--- src/rtl/ple_pkg.sv ---
package ple_pkg;

	// default sizing of the list store
	localparam int unsigned DEPTH_DEF      = 64;
	localparam int unsigned DATA_WIDTH_DEF = 32;

	// fixed port field widths
	localparam int unsigned OP_W    = 2;
	localparam int unsigned POS_W   = 7;
	localparam int unsigned VALUE_W = 32;
	localparam int unsigned COUNT_W = 7;
	localparam int unsigned STAT_W  = 2;
	localparam int unsigned IN_TDATA_W  = 48;
	localparam int unsigned OUT_TDATA_W = 48;

	typedef enum logic [OP_W-1:0] {
		OP_INSERT = 2'd0,
		OP_REMOVE = 2'd1,
		OP_READ   = 2'd2,
		OP_LAST   = 2'd3
	} opcode_t;

	typedef enum logic [STAT_W-1:0] {
		ST_OK    = 2'd0,
		ST_EMPTY = 2'd1,
		ST_FULL  = 2'd2,
		ST_RANGE = 2'd3
	} status_t;

	typedef enum logic [5:0] {
		S_IDLE  = 6'b000001,
		S_SHIFT = 6'b000010,
		S_WRITE = 6'b000100,
		S_READ  = 6'b001000,
		S_CAPT  = 6'b010000,
		S_DONE  = 6'b100000
	} state_t;

endpackage

--- src/rtl/ple_ram.sv ---
module ple_ram #(
	parameter int unsigned WIDTH = 32,
	parameter int unsigned DEPTH = 64
) (
	input  logic                     clk,
	input  logic                     we,
	input  logic [$clog2(DEPTH)-1:0] waddr,
	input  logic [WIDTH-1:0]         wdata,
	input  logic [$clog2(DEPTH)-1:0] raddr,
	output logic [WIDTH-1:0]         rdata
);

	logic [WIDTH-1:0] mem [DEPTH];

	// write one word, read one word with a registered output
	always_ff @(posedge clk) begin
		if (we) begin
			mem[waddr] <= wdata;
		end
		rdata <= mem[raddr];
	end

endmodule

--- src/rtl/positional_list_engine_core.sv ---
// Positional list engine: an ordered list of data words kept in a synchronous RAM.
// Input stream (s_axis_*): one beat per operation; tdata carries opcode, position
// and value. Output stream (m_axis_*): exactly one beat per operation with the read
// value, a status code and the entry count after the operation.
// Insert places the value before the position (append at or past the count), remove
// deletes the entry at min(position, count-1), read returns the entry at a position,
// read-last returns the tail entry.
// Insert and remove move every entry behind the position by one place, one RAM read
// and one RAM write per cycle; at most DEPTH-1 entries are moved. The shift loop runs
// through the single RAM read port. One operation is in progress at a time. The
// result sits in an output register, so the next beat is taken while an earlier
// result still waits; a stalled receiver holds the finished result inside the block
// until the output register frees up.
// Reset clears the count and the handshake state; the RAM is not cleared, since only
// entries below the count are ever read.
module positional_list_engine_core #(
	parameter int unsigned DEPTH      = ple_pkg::DEPTH_DEF,
	parameter int unsigned DATA_WIDTH = ple_pkg::DATA_WIDTH_DEF
) (
	input  logic                             clk,
	input  logic                             arst_n,
	input  logic                             s_axis_tvalid,
	output logic                             s_axis_tready,
	// [1:0] opcode, [8:2] position, [40:9] value, [47:41] zero
	input  logic [ple_pkg::IN_TDATA_W-1:0]   s_axis_tdata,
	output logic                             m_axis_tvalid,
	input  logic                             m_axis_tready,
	// [31:0] read_value, [33:32] status, [40:34] entry_count, [47:41] zero
	output logic [ple_pkg::OUT_TDATA_W-1:0]  m_axis_tdata
);

	localparam int unsigned AW = $clog2(DEPTH);
	localparam int unsigned CW = $clog2(DEPTH + 1);
	localparam int unsigned PW = (CW > ple_pkg::POS_W) ? CW : ple_pkg::POS_W;

	ple_pkg::state_t  state_q;
	ple_pkg::opcode_t op_q;
	ple_pkg::status_t res_st_q;
	logic [AW-1:0]               ptr_q;
	logic [AW-1:0]               stop_q;
	logic                        issue_q;
	logic                        pend_s1;
	logic [AW-1:0]               dst_s1;
	logic [DATA_WIDTH-1:0]       wval_q;
	logic [CW-1:0]               total_q;
	logic [ple_pkg::VALUE_W-1:0] res_val_q;
	logic                        m_tvalid_q;
	logic [ple_pkg::OUT_TDATA_W-1:0] m_tdata_q;

	ple_pkg::opcode_t in_op;
	logic [PW-1:0]    pos_w;
	logic [PW-1:0]    tot_w;
	logic [PW-1:0]    tot_m1;
	logic [PW-1:0]    p_ins;
	logic [PW-1:0]    p_rem;
	logic             accept;
	logic             out_free;

	logic                  ram_we;
	logic [AW-1:0]         ram_waddr;
	logic [DATA_WIDTH-1:0] ram_wdata;
	logic [DATA_WIDTH-1:0] ram_rdata;

	// decode the incoming beat
	assign in_op    = ple_pkg::opcode_t'(s_axis_tdata[1:0]);
	assign pos_w    = PW'(s_axis_tdata[8:2]);
	assign tot_w    = PW'(total_q);
	assign tot_m1   = tot_w - PW'(1);
	assign p_ins    = (pos_w > tot_w) ? tot_w : pos_w;
	assign p_rem    = (pos_w > tot_m1) ? tot_m1 : pos_w;
	assign accept   = s_axis_tvalid && s_axis_tready;
	assign out_free = !m_tvalid_q || m_axis_tready;

	assign s_axis_tready = (state_q == ple_pkg::S_IDLE);
	assign m_axis_tvalid = m_tvalid_q;
	assign m_axis_tdata  = m_tdata_q;

	// steer the RAM write port: shift write-back or the final insert write
	always_comb begin
		ram_we    = 1'b0;
		ram_waddr = dst_s1;
		ram_wdata = ram_rdata;
		if (state_q == ple_pkg::S_SHIFT && pend_s1) begin
			ram_we = 1'b1;
		end else if (state_q == ple_pkg::S_WRITE) begin
			ram_we    = 1'b1;
			ram_waddr = stop_q;
			ram_wdata = wval_q;
		end
	end

	ple_ram #(
		.WIDTH (DATA_WIDTH),
		.DEPTH (DEPTH)
	) u_ram (
		.clk   (clk),
		.we    (ram_we),
		.waddr (ram_waddr),
		.wdata (ram_wdata),
		.raddr (ptr_q),
		.rdata (ram_rdata)
	);

	// sequence one operation: take the beat, shift or read, then hand over the result
	always_ff @(posedge clk or negedge arst_n) begin
		if (!arst_n) begin
			state_q    <= ple_pkg::S_IDLE;
			op_q       <= ple_pkg::OP_INSERT;
			res_st_q   <= ple_pkg::ST_OK;
			ptr_q      <= '0;
			stop_q     <= '0;
			dst_s1     <= '0;
			wval_q     <= '0;
			res_val_q  <= '0;
			m_tdata_q  <= '0;
			total_q    <= '0;
			issue_q    <= 1'b0;
			pend_s1    <= 1'b0;
			m_tvalid_q <= 1'b0;
		end else begin
			// drop a taken beat unless a new result replaces it this cycle
			if (m_tvalid_q && m_axis_tready && state_q != ple_pkg::S_DONE) begin
				m_tvalid_q <= 1'b0;
			end
			unique case (state_q)
				ple_pkg::S_IDLE: begin
					if (accept) begin
						op_q      <= in_op;
						res_val_q <= '0;
						pend_s1   <= 1'b0;
						wval_q    <= DATA_WIDTH'(s_axis_tdata[40:9]);
						case (in_op)
							ple_pkg::OP_INSERT: begin
								if (tot_w == PW'(DEPTH)) begin
									res_st_q <= ple_pkg::ST_FULL;
									state_q  <= ple_pkg::S_DONE;
								end else begin
									res_st_q <= ple_pkg::ST_OK;
									ptr_q    <= AW'(tot_m1);
									stop_q   <= AW'(p_ins);
									issue_q  <= (tot_w > p_ins);
									total_q  <= total_q + CW'(1);
									state_q  <= ple_pkg::S_SHIFT;
								end
							end
							ple_pkg::OP_REMOVE: begin
								if (total_q == '0) begin
									res_st_q <= ple_pkg::ST_EMPTY;
									state_q  <= ple_pkg::S_DONE;
								end else begin
									res_st_q <= ple_pkg::ST_OK;
									ptr_q    <= AW'(p_rem + PW'(1));
									stop_q   <= AW'(tot_m1);
									issue_q  <= (p_rem < tot_m1);
									total_q  <= total_q - CW'(1);
									state_q  <= ple_pkg::S_SHIFT;
								end
							end
							ple_pkg::OP_READ: begin
								if (total_q == '0) begin
									res_st_q <= ple_pkg::ST_EMPTY;
									state_q  <= ple_pkg::S_DONE;
								end else if (pos_w >= tot_w) begin
									res_st_q <= ple_pkg::ST_RANGE;
									state_q  <= ple_pkg::S_DONE;
								end else begin
									res_st_q <= ple_pkg::ST_OK;
									ptr_q    <= AW'(pos_w);
									state_q  <= ple_pkg::S_READ;
								end
							end
							default: begin
								if (total_q == '0) begin
									res_st_q <= ple_pkg::ST_EMPTY;
									state_q  <= ple_pkg::S_DONE;
								end else begin
									res_st_q <= ple_pkg::ST_OK;
									ptr_q    <= AW'(tot_m1);
									state_q  <= ple_pkg::S_READ;
								end
							end
						endcase
					end
				end
				ple_pkg::S_SHIFT: begin
					// read one entry per cycle, write it back one place over next cycle
					if (issue_q) begin
						pend_s1 <= 1'b1;
						dst_s1  <= (op_q == ple_pkg::OP_INSERT) ? ptr_q + AW'(1)
						                                        : ptr_q - AW'(1);
						if (ptr_q == stop_q) begin
							issue_q <= 1'b0;
						end else if (op_q == ple_pkg::OP_INSERT) begin
							ptr_q <= ptr_q - AW'(1);
						end else begin
							ptr_q <= ptr_q + AW'(1);
						end
					end else begin
						pend_s1 <= 1'b0;
						if (!pend_s1) begin
							state_q <= (op_q == ple_pkg::OP_INSERT) ? ple_pkg::S_WRITE
							                                        : ple_pkg::S_DONE;
						end
					end
				end
				ple_pkg::S_WRITE: begin
					state_q <= ple_pkg::S_DONE;
				end
				ple_pkg::S_READ: begin
					state_q <= ple_pkg::S_CAPT;
				end
				ple_pkg::S_CAPT: begin
					res_val_q <= ple_pkg::VALUE_W'(ram_rdata);
					state_q   <= ple_pkg::S_DONE;
				end
				ple_pkg::S_DONE: begin
					// hold the result until the output register is free
					if (out_free) begin
						m_tvalid_q <= 1'b1;
						m_tdata_q  <= {7'd0, ple_pkg::COUNT_W'(total_q), res_st_q, res_val_q};
						state_q    <= ple_pkg::S_IDLE;
					end
				end
				default: begin
					state_q <= ple_pkg::S_IDLE;
				end
			endcase
		end
	end

endmodule

--- config.mk ---
export PLATFORM = sky130hd
export DESIGN_NAME = positional_list_engine_core
export DESIGN_NICKNAME = d
export VERILOG_FILES = /design/src/rtl/ple_pkg.sv /design/src/rtl/ple_ram.sv /design/src/rtl/positional_list_engine_core.sv
export SDC_FILE = /design/constraint.sdc
export NUM_CORES = 2
export LEC_CHECK = 0
export BUFFER_PORTS_ARGS = -buffer_cell sky130_fd_sc_hd__buf_2
export CAP_MARGIN = 20
export CORE_MARGIN = 2
export CORE_UTILIZATION = 50
export DETAILED_ROUTE_END_ITERATION = 8
export PLACE_DENSITY = 0.66
export REMOVE_ABC_BUFFERS = 1
export SLEW_MARGIN = 0
export SYNTH_ARGS = -nofsm -noshare
export SYNTH_HDL_FRONTEND = slang
export SYNTH_SLANG_ARGS = --single-unit
export TNS_END_PERCENT = 50
--- constraint.sdc ---
create_clock -name clk -period 11.35 [get_ports clk]
set_clock_uncertainty 0.1 [all_clocks]
set_input_delay 0.5675 -clock clk [delete_from_list [all_inputs] [get_ports clk]]
set_output_delay 0.5675 -clock clk [all_outputs]
set_load 0.02 [all_outputs]
# Word level (Yosys, flattened, before mapping)
# Memories as Yosys holds them, arrays and structs flattened. A register that Yosys moved wholly into a read port is not among the register bits.
# Cells that the tools add are included.
[word_totals] output_inout_bits=50 mem_count=1 ram_bits=2048 romBits=0 reg_bits=143 input_bits=52 latch_bits=0 word_cells=130
[memory_table] memory="u_ram.mem" depth=64 word_bits=32 rd=1 rd_clocked_by_memory_dff=1 write_ports=1 line_no="ple_ram.sv:13" source="logic [WIDTH-1:0] mem [DEPTH];"
[op_classes] n_addsub=5 n_mux=59 n_lt_le_gt_ge=5 eq_ne=25 n_reduce_logical=22 multipliers=0 shift=0 n_div=0 bitwise=0
[ops] cell="6-bit two-way mux" n=23
[ops] cell="32-bit two-way mux" n=3
[ops] cell="32-bit case mux with 2 select lines" n=1
[ops] cell="6-bit case mux with 3 select lines" n=2
[ops] cell="6-bit case mux with 5 select lines" n=1
[ops] cell="7-bit two-way mux" n=4
[ops] cell="6-bit case mux with 2 select lines" n=2
[ops] cell="7-bit greater-than comparator" n=3
[ops] cell="1-bit two-way mux" n=15
[ops] cell="2-bit != test (second input constant)" n=7
[ops] cell="7-bit case mux with 2 select lines" n=1
[ops] cell="6-bit by 1-bit adder with 6-bit output (second input constant)" n=2
[ops] cell="3-bit != test (second input constant)" n=4
[ops] cell="2-bit AND reduction" n=5
[ops] cell="5-bit AND reduction" n=2
[ops] cell="9-bit AND reduction" n=1
[ops] cell="7-bit by 1-bit adder with 7-bit output (second input constant)" n=1
[ops] cell="7-bit == test (second input constant)" n=1
[ops] cell="7-bit >= comparator" n=1
[ops] cell="7-bit zero test" n=1
[ops] cell="7-bit less-than comparator" n=1
[ops] cell="7-bit by 1-bit subtractor with 7-bit output (second input constant)" n=1
[ops] cell="6-bit by 1-bit == test with 1-bit output (second input constant)" n=1
[ops] cell="6-bit by 2-bit == test with 1-bit output (second input constant)" n=1
[ops] cell="22 further kinds" n=32

# Longest topological paths before layout
[logic_depth] ltp_word=8 mapped_depth=21 mapped_depth_nobuf=20

# Hierarchy
# Synthesis repeated with hierarchy kept, for this count alone.
[unflattened] cells_unflattened=4112 hier_area_um2=86456.7
[by_module_without_submodules] mod="ple_ram" n_inst=1 seq_area_each_um2=62139.6 area_per_inst_um2=78505.3 cells_each=3323
[by_module_without_submodules] mod="positional_list_engine_core" n_inst=1 seq_area_each_um2=3579.7 area_per_inst_um2=7951.4 cells_each=789

# Worst setup path before layout
# Ideal clock, no wire load.
[synth_timing] path_type="register to register" from="register total_q[0] (netlist: tot_w[0])" to="register issue_q" setup_ps=87 setup_slack_ps=6971 n_path_buf=1 period_less_slack_ps=4379 path_stages_with_launch=20 arrival_time_ps=4192 required_ps=11163 cell_sequence="dfrtp_1 buf_2 inv_1 ha_1 xor2_1 inv_1 ha_1 a211o_1 a31oi_1 nor3_2 a2111o_1 a21oi_1 nor2_1 ha_1 a21o_1 a21o_1 a221o_1 a21oi_1 a21oi_1 o211ai_1"
[synth_via] elab_chain_cells=8 elab_cells_between_ends=17 classes_between="1 x add/sub; 4 x order compare; 3 x eq/ne; 7 x mux; 2 x reduce/logical"
[synth_rtl] element="start, declared" line_no="positional_list_engine_core.sv:45" source="logic [CW-1:0] total_q;"
[synth_rtl] element="start signal, assigned" line_no="positional_list_engine_core.sv:142" source="total_q <= total_q + CW'(1);"
[synth_rtl] element="start signal, assigned" line_no="positional_list_engine_core.sv:155" source="total_q <= total_q - CW'(1);"
[synth_rtl] element="7-bit by 1-bit subtractor with 7-bit output" line_no="positional_list_engine_core.sv:68" source="assign tot_m1 = tot_w - PW'(1);"
[synth_rtl] element="7-bit greater-than comparator" line_no="positional_list_engine_core.sv:70" source="assign p_rem = (pos_w > tot_m1) ? tot_m1 : pos_w;"
[synth_rtl] element="7-bit two-way mux" line_no="positional_list_engine_core.sv:70"
[synth_rtl] element="7-bit less-than comparator" line_no="positional_list_engine_core.sv:154" source="issue_q <= (p_rem < tot_m1);"
[synth_rtl] element="1-bit two-way mux" line_no="positional_list_engine_core.sv:147" source="if (total_q == '0) begin"
[synth_rtl] element="1-bit case mux with 2 select lines" line_no="positional_list_engine_core.sv:132" source="case (in_op)"
[synth_rtl] element="1-bit two-way mux" line_no="positional_list_engine_core.sv:127" source="if (accept) begin"
[synth_rtl] element="1-bit case mux with 2 select lines" line_no="positional_list_engine_core.sv:125" source="unique case (state_q)"
[synth_rtl] element="end signal, assigned" line_no="positional_list_engine_core.sv:141" source="issue_q <= (tot_w > p_ins);"
[synth_rtl] element="end signal, assigned" line_no="positional_list_engine_core.sv:154"
[synth_rtl] element="end, declared" line_no="positional_list_engine_core.sv:41" source="logic issue_q;"
# Parallel ways exist; a longest one is shown, timed or not. The select of a mux whose other input is x is not followed.
# A chain may end at the register's enable or synchronous reset.

# Worst setup path after layout
# Same ends and word-level chain as after synthesis.

==> impl_results.md <==
- Status: finished clean
- Highest ir drop seen on vdd: 0.215 mV
- Share of synthesized cell area in and, or, nand and nor gates: 2.40%
- Number of DRC violations after detailed-routing iteration 0: 4810
- Starting utilization of the core area: 50.3%
- Routed length per instance: 30.2 um
- Final Setup Violations: 0
- Clock sink total: 2223
- Crit start category: register
- TritonCTS clock tree: done
- Flip-flop and latch count after synthesis: 2223
- Count of flip-flops with a built-in enable after synthesis: 2048
- Total count of hold-check failures in the final report: 0
- All-Layer GR Usage: 23.1%
- Fraction of synthesized cell area taken by the top area cell type: 71.2%
- Slack of the worst reg-to-reg path: 6.15 ns
- Share of synthesized area occupied by flip-flops and latches: 76.1%
- Number of I/O port buffers: 87
- # rows: 152
- Fraction of synthesis flops using an asynchronous set or reset pin: 6.43%
- Number of antenna violations at the first check in global routing: 13
- Number of optimization iterations in the first detailed-route pass: 5
- Post-Syn Area: 86400 um^2
- Via count of the first global-routing pass: 40900
- P per Cell Area: 257 nW/um^2
- Mux contribution to synthesized area: 18.5%
- Detail-routed via count per cell: 6.16
- Arrival time at the worst endpoint: 5.86 ns
- Final Cycle Share: 45.8%
- Post-layout net count: 4225
- Routed Antenna Nets: 0
- Clock transition at path regs: 0.06 ns
- Root cell of the clock tree: sky130_fd_sc_hd__clkbuf_16
- Reg-to-Reg End: issue_q$_DFFE_PN0P_
- Largest area contributor in the synthesized netlist: sky130_fd_sc_hd__edfxtp_1
- Resize count post-CTS: 0
- Aggregate routed wire length: 201000 um
- Nature of the critical path endpoint: register
- Placed cell areas: 90400 um^2
- Cells taking the most area after synthesis: sky130_fd_sc_hd__edfxtp_1 (71%), sky130_fd_sc_hd__mux4_2 (18%), sky130_fd_sc_hd__dfrtp_1 (4.1%)
- Average cell area after synthesis: 22.3 um^2
- Worst-skew pair later-pin latency: 0.86 ns
- Most common cell in the synthesized netlist: sky130_fd_sc_hd__edfxtp_1
- Total via count after detailed routing: 40900
- Share of the synthesized netlist area taken by xor and xnor gates: 0.339%
- Share of total power in the clock network: 27.5%
- Sum of met2 wire segment lengths after detailed routing: 97700 um
- Largest net degree at the start of global routing: 120
- Startpoint of the worst register-to-register path: tot_w[0]$_DFFE_PN0P_
- Sum of internal, switching and leakage power: 0.0250 W
- Flop pwr share: 43.8%
- Most frequent cells after synthesis: sky130_fd_sc_hd__edfxtp_1 (2048), sky130_fd_sc_hd__mux4_2 (672), sky130_fd_sc_hd__nand2_1 (244)
- Number of remaining DRC errors: 0
- Final core utilization: 56.8%
- Area fraction in compound gates after synthesis: 1.10%
- Top-level I/O count: 102
- Startpoint of the worst setup timing path: tot_w[0]$_DFFE_PN0P_
- Comb pwr share: 28.7%
- HPWL after detailed placement: 106000 um
- Die area: 176000 um^2
- Core ar.: 172000 um^2
- Switching component of the power: 0.00756 W
- Crit Path Max Fanout: 11
- Internal Pwr Total: 0.0175 W
- Top layer used by detailed routing: met5
- Required time of the worst setup path: 12.02 ns
- Synth Area in Adders: 0.463%
- Main flop type after synthesis: sky130_fd_sc_hd__edfxtp_1
- Overflow left after global routing: 0
- Number of distinct standard cells referenced by the synthesized netlist: 76
- Worst Setup EP: issue_q$_DFFE_PN0P_
- Routed met3 length: 16900 um
- Ratio of cells with drive above 1 in the final layout: 31.3%
- Weighted congestion at the end of routability-driven global placement: 0.835
- Number of buffers created by CTS: 209
- Depth of the worst register-to-register path: 18
- Die Span X: 420 um
- Largest family of logic cells by synthesized area: multiplexers
- Number of instances in the synthesized netlist: 3882
- Leakage power: 31.0 nW
- Tmin final: 5.20 ns
- DRT met1 WL: 82500 um
- FMAX: 192 MHz
- Kind of critical path: register to register
- Relative max-transition margin: 27.6%
- Final design instance area without fill: 97600 um^2
- Max-slew violation count: 0
- Class of the worst hold path: input pin to register
- Post-Route Hold Slack: 0.0649 ns
- RSZ-0062 raised after global routing: no
- Worst Hold Path Cells: 3
- Measured slew at the worst slew-check pin: 1.09 ns
- Total number of H-tree levels: 4
- First-pass GRT wire length: 290000 um
- Buffers from clock root to sink, at most: 3
- Ys Warns: 0
- Height of the die: 420 um
- Area grow syn2layout: 12.9%
- Switching share of total power: 30.2%
- Max-cap violations: 0
per-stage QoR:
step | setup WS, ns | TNS (ns) | instances
3_3_place_gp | 6.22 | 0 | 6202
3_5_place_dp | 6.22 | 0 | 6202
5_1_grt | 5.82 | 0 | 6633
2_1_floorplan | -9.94 | -437.95 | 3678
4_1_cts | 6.18 | 0 | 6632
6_report | 6.15 | 0 | 6635
cell usage in the layout (no fill, tap or decap), drive strengths merged, types with 4 or more instances in the layout:
master and instances:
and2 6, bufinv 20, xnor2 20, a31oi 8, nand3 53, nand3b 5
clkinv 91, nor3 21, o21a 5, ha 32, nand4 7, mux2 68
inv 34, nor2 93, o211ai 7, nor2b 6, dfxtp 32, a21oi 25
nor3b 5, clkinvlp 4, nand2 246, mux4 672, mux2i 9, xor2 10
o21ai 54, buf 215, edfxtp 2048, conb 7, or4 4, a21o 4
o31ai 5, nand2b 8, or2 5, nor4 4, dlygate4sd3 37, clkbuf 268
dfrtp 142
flip-flops by register name, summed over array words and instances, names as in the netlist, 2 cells and up:
name and cells:
res_st_q 2, state_q 6, tot_w 7, ptr_q 6
u_ram.rdata 32, dst_s1 6, res_val_q 32, stop_q 6
m_axis_tdata 41, u_ram.mem 2048, wval_q 32, op_q 2
per-layer routing:
layer | GRT usage (%) | vias to the layer above
met3 | 4.73 | 251
met5 | 0 | -
li1 | - | 16800
met4 | 5.46 | 4
met1 | 33.5 | 22100
met2 | 36.7 | 1752
worst min-delay path by stage:
stage,start,endpoint,slack (ns)
finish,s_axis_tdata[5],ptr_q[3]$_DFFE_PN0P_,0.06
global route,s_axis_tdata[5],ptr_q[3]$_DFFE_PN0P_,0.05
CTS,s_axis_tdata[5],ptr_q[3]$_DFFE_PN0P_,0.01
detailed placement,u_ram.rdata[26]$_DFF_P_,res_val_q[26]$_DFFE_PN0P_,0.32
global placement,u_ram.rdata[18]$_DFF_P_,res_val_q[18]$_DFFE_PN0P_,0.32
floorplan,arst_n,dst_s1[0]$_DFFE_PN0P_,0.17
power groups by stage:
stage	clock network [W]	registers (W)	logic, W
after global placement	0	0.0111	0.00705
after floorplan	0	0.0116	0.00603
after detailed placement	0	0.0111	0.00718
after global routing	0.00734	0.0110	0.00767
after CTS	0.00701	0.0110	0.00721
final	0.00690	0.0110	0.00718
cell type report:
class / count / area [um^2]
fillers: 12300 / 74100
flip-flops and latches: 2223 / 65700
multi-input cells: 1431 / 20200
clock buffers: 268 / 5590
well taps: 2310 / 2890
repair buffers: 252 / 1870
clock inverters: 125 / 1180
inverters: 24 / 90.1
diodes: 2 / 5.00
logic make-up after synthesis:
family,count (synthesis)
compound gates,144
buf+inv,234
simple gates,469
mux,749
flops,2223
xor+xnor,30
other cells,1
fa+ha+maj,32
critical path, cell delays in order (launching register included):
cell and delay (ns):
sky130_fd_sc_hd__dfrtp_1 0.62, sky130_fd_sc_hd__inv_1 0.30, sky130_fd_sc_hd__ha_1 0.39, sky130_fd_sc_hd__xor2_1 0.43, sky130_fd_sc_hd__inv_1 0.21, sky130_fd_sc_hd__ha_1 0.24
sky130_fd_sc_hd__a211o_1 0.28, sky130_fd_sc_hd__a31oi_1 0.20, sky130_fd_sc_hd__nor3_2 0.10, sky130_fd_sc_hd__a2111o_1 0.51, sky130_fd_sc_hd__a21oi_1 0.20, sky130_fd_sc_hd__nor2_1 0.10
sky130_fd_sc_hd__ha_1 0.34, sky130_fd_sc_hd__a21o_1 0.19, sky130_fd_sc_hd__a21o_1 0.17, sky130_fd_sc_hd__a221o_1 0.34, sky130_fd_sc_hd__a21oi_1 0.11, sky130_fd_sc_hd__a21oi_1 0.09
sky130_fd_sc_hd__o211ai_1 0.19
repair_timing:
| action | CTS | global route |
|---|---|---|
| setup endpoints to repair | 0 | 0 |
| buffers inserted | 0 | 0 |
| hold buffers | 37 | 0 |
| endpoints found under the hold margin | 112 | 0 |
No activity file was read; power rests on OpenSTA's default activity.
